$ cat config.mk
export PLATFORM = sky130hd
export DESIGN_NAME = cfa_ram
export DESIGN_NICKNAME = d
export VERILOG_FILES = /design/src/rtl/cfa_ram.sv
export SDC_FILE = /design/constraint.sdc
export NUM_CORES = 2
export LEC_CHECK = 0
export BUFFER_PORTS_ARGS = -buffer_cell sky130_fd_sc_hd__buf_4
export CORE_ASPECT_RATIO = 1.5
export CORE_MARGIN = 2
export CORE_UTILIZATION = 50
export CTS_BUF_LIST = sky130_fd_sc_hd__clkbuf_4 sky130_fd_sc_hd__clkbuf_8
export DETAILED_ROUTE_END_ITERATION = 12
export GPL_ROUTABILITY_DRIVEN = 0
export MAX_ROUTING_LAYER = met4
export PLACE_DENSITY = 0.68
export SYNTH_ARGS = -nofsm -noshare
export SYNTH_HDL_FRONTEND = slang
export SYNTH_SLANG_ARGS = --single-unit
$ cat constraint.sdc
create_clock -name clk -period 4.75 [get_ports clk]
set_clock_uncertainty 0.15 [all_clocks]
set_input_delay 0.95 -clock clk [delete_from_list [all_inputs] [get_ports clk]]
set_output_delay 0.95 -clock clk [all_outputs]
set_load 0.03 [all_outputs]
$ cat src/rtl/cfa_ram.sv
// single write port, single read port synchronous table memory
// registered read; no dependencies
module cfa_ram #(
    parameter int WIDTH = 40,
    parameter int DEPTH = 65
) (
    input  logic                     clk,
    input  logic                     we,
    input  logic [$clog2(DEPTH)-1:0] waddr,
    input  logic [WIDTH-1:0]         wdata,
    input  logic [$clog2(DEPTH)-1:0] raddr,
    output logic [WIDTH-1:0]         rdata
);

    logic [WIDTH-1:0] mem [DEPTH];

    always_ff @(posedge clk)
    begin
        if (we)
        begin
            mem[waddr] <= wdata;
        end
    end

    always_ff @(posedge clk)
    begin
        rdata <= mem[raddr];
    end

endmodule

==> results_dict.tcl <==
set metrics [dict create \
    io_pins 96 \
    cts.sinks 2640 \
    rows 201 \
    p_leak_nw 36.4 \
    place.port_buffers 95 \
    fill_cells 14500 \
    maxSlewViolCount 0 \
    synthCells 4718 \
    drt_pass1_iterations 5 \
    cp_max_fo 40 \
    drc 0 \
    hold_start "wdata[28]" \
    max_freq_ghz 0.310 \
    design_power_total_w 0.0455 \
    cp-startpoint "raddr[1]" \
    crit_type "input pin to flop" \
    grt_pass1_wl_mm 351 \
    final_antenna_net_count 0 \
    synth_fp_nets 4774 \
    hold_class "input pin to flop" \
    synthArstFlopShare_pct 0 \
    antenna_found_initial 22 \
    status "complete, no violations" \
    arrival_ns 3.94 \
    crit_top_cell "buf_4" \
    grt_use_total_pct 24.7 \
    clock_latency_ns 0.97 \
    critPathRequiredTime_ns 5.47 \
    synth_largest_area_cell "edfxtp_1" \
    place_inst 7348 \
    grt_max_degree 92 \
    r2r_start "mem[50][31]" \
    hpwl_mm 135 \
    clk_path_buf_depth 4 \
    fin_nets 5129 \
    powerDensity_mw_per_mm2 403 \
    worst_pin_slew_ns 1.35 \
    htree_levels 5 \
    cpLargestDelayFamily "buffers and inverters" \
    synth_edf_count 2600 \
    cts_setup_buffers 0 \
    ys_warn_count 0 \
    final_cell_count_no_fill 8020 \
    multi_input_area_mm2 0.0204 \
    cts_resized 0 \
    cts_tree "yes" \
    cts_made_buffers 361 \
    irDropWorstVdd_mv 0.345 \
    synth_cell_types 39 \
    wirelength_mm 245 \
    max_stage_delay_ns 0.80 \
    synth_area_per_cell_um2 21.2 \
    fin_crit_sh_pct 67.8 \
    final_hold_viol_count 0 \
    synth_common_cells "edfxtp_1 (2600), mux2i_1 (520), mux4_2 (400), o21ai_0 (150), buf_2 (118)" \
    setup_viol 0 \
    yosysTopAreaCellShare_pct 78.0 \
    die_h_um 552 \
    drt_iter0_drc 5441 \
    cts-hold-fix-buffers 0 \
    crit_path_top_delay_cell "nor2b_4" \
    synthTopCellsByArea "edfxtp_1 (78%), mux4_2 (9.0%), mux2i_1 (5.2%)" \
    final.min_clock_period_ns 3.22 \
    clock-root-buffer "clkbuf_8" \
    synth.most_common_cell "edfxtp_1" \
    die_w_um 369 \
    final.setup.tns_ns 0 \
    grt_pass1_vias 50700 \
    routedWlPerCell_um 30.6 \
    max-slew-margin-rel_pct 8.88 \
    synth_ff_type "edfxtp_1" \
    regArea_mm2 0.0789 \
    drive_above_1_share_pct 25.8 \
    cp-start-kind "input pin" \
    drv_cap 0 \
    synth_seq_area_share_pct 78.8 \
    critPathBufInv 4 \
    start_util_pct 50.2 \
    die-area_mm2 0.204 \
    crit_chain "buf_4 > buf_4 > nor2b_4 > buf_12 > buf_4 > a22oi_1 > o21ai_0 > a221o_1" \
    vias_per_cell 6.20 \
    synthesis.area_mm2 0.100 \
    clk_pin_slew_ns 0.07 \
    area_growth_pct 12.9 \
    worst_setup_path_end_kind "flop" \
    ys_ff_latch 2640 \
    grt.overflow.total 0 \
    vias 49700 \
    core-area_mm2 0.199 \
    rsz0062_at_grt "false" \
    holdWs_ns 0.377 \
]
==> kinds of logic after synthesis <==
logic type	after synthesis	share of synthesized area [%]
AND/OR/NAND/NOR	278	1.27
flip-flops	2640	78.8
multiplexers	960	14.7
buffers and inverters	279	1.37
AO/OA/AOI/OAI	561	3.90
==> report_power, final <==
group	internal, W	switching [W]
Combinational	0.000768	0.00141
Clock	0.00930	0.00822
Sequential	0.0257	0.000102
==> area by class of cell <==
class | instances | share of cell area, %
Sequential cell | 2640 | 69.8
Multi-Input combinational cell | 1799 | 18.1
Clock buffer | 528 | 5.72
Tap cell | 2639 | 2.92
Timing Repair Buffer | 271 | 2.68
Clock inverter | 124 | 0.751
Antenna cell | 19 | 0.0421
==> path summary, 6_finish.rpt <==
| kind | endpoint | slack, ns | cells past startpoint |
|---|---|---|---|
| max | rdata[15] | 1.53 | 8 |
| min | mem[29][28] | 0.38 | 1 |
| max reg2reg | rdata[31] | 2.12 | 6 |
| min reg2reg | rdata[20] | 0.55 | 3 |
==> state kept, by name, summed over array words and instances (netlist names) <==
signal	flops
mem	2600
rdata	40
==> cells in the final DEF, fill, tap and decap left out, drive strengths merged, types with 2 or more instances in the layout <==
cell type / Yosys / layout
mux4: 400 / 400
nand4b: 3 / 3
clkinvlp: 0 / 6
nor4: 40 / 40
a22oi: 80 / 80
bufinv: 0 / 10
nand2b: 3 / 3
mux2i: 520 / 520
nor2b: 9 / 9
dfxtp: 40 / 40
nand4bb: 2 / 2
diode: 0 / 19
nor2: 101 / 101
and2: 2 / 2
clkinv: 0 / 101
o21ai: 161 / 161
a221o: 40 / 40
nand2: 89 / 89
inv: 0 / 7
o221ai: 78 / 78
o22ai: 40 / 40
buf: 170 / 271
a221oi: 80 / 80
a21oi: 40 / 40
a31oi: 40 / 40
nand4: 2 / 2
nand3: 11 / 11
clkbuf: 109 / 528
mux2: 40 / 40
edfxtp: 2600 / 2600
nor3: 9 / 9
==> routing by layer <==
layer  GRT usage [%]  wire [um]  vias to the layer above
li1                -          -                    20600
met1            30.0      89900                    26300
met2            40.5     124000                     2285
met3            5.84      22500                      513
met4            9.25       8950                        0
met5               -          0                        -
==> per-stage QoR <==
stage	area [um2]	setup WS [ns]	util (%)
after floorplan	100000	-0.164	-
after global placement	106000	0.655	53.0
after detailed placement	106000	0.577	53.0
after CTS	113000	1.51	56.6
after global routing	113000	1.41	56.6
final	113000	1.53	56.6
Power figures use the tool's default switching activity.
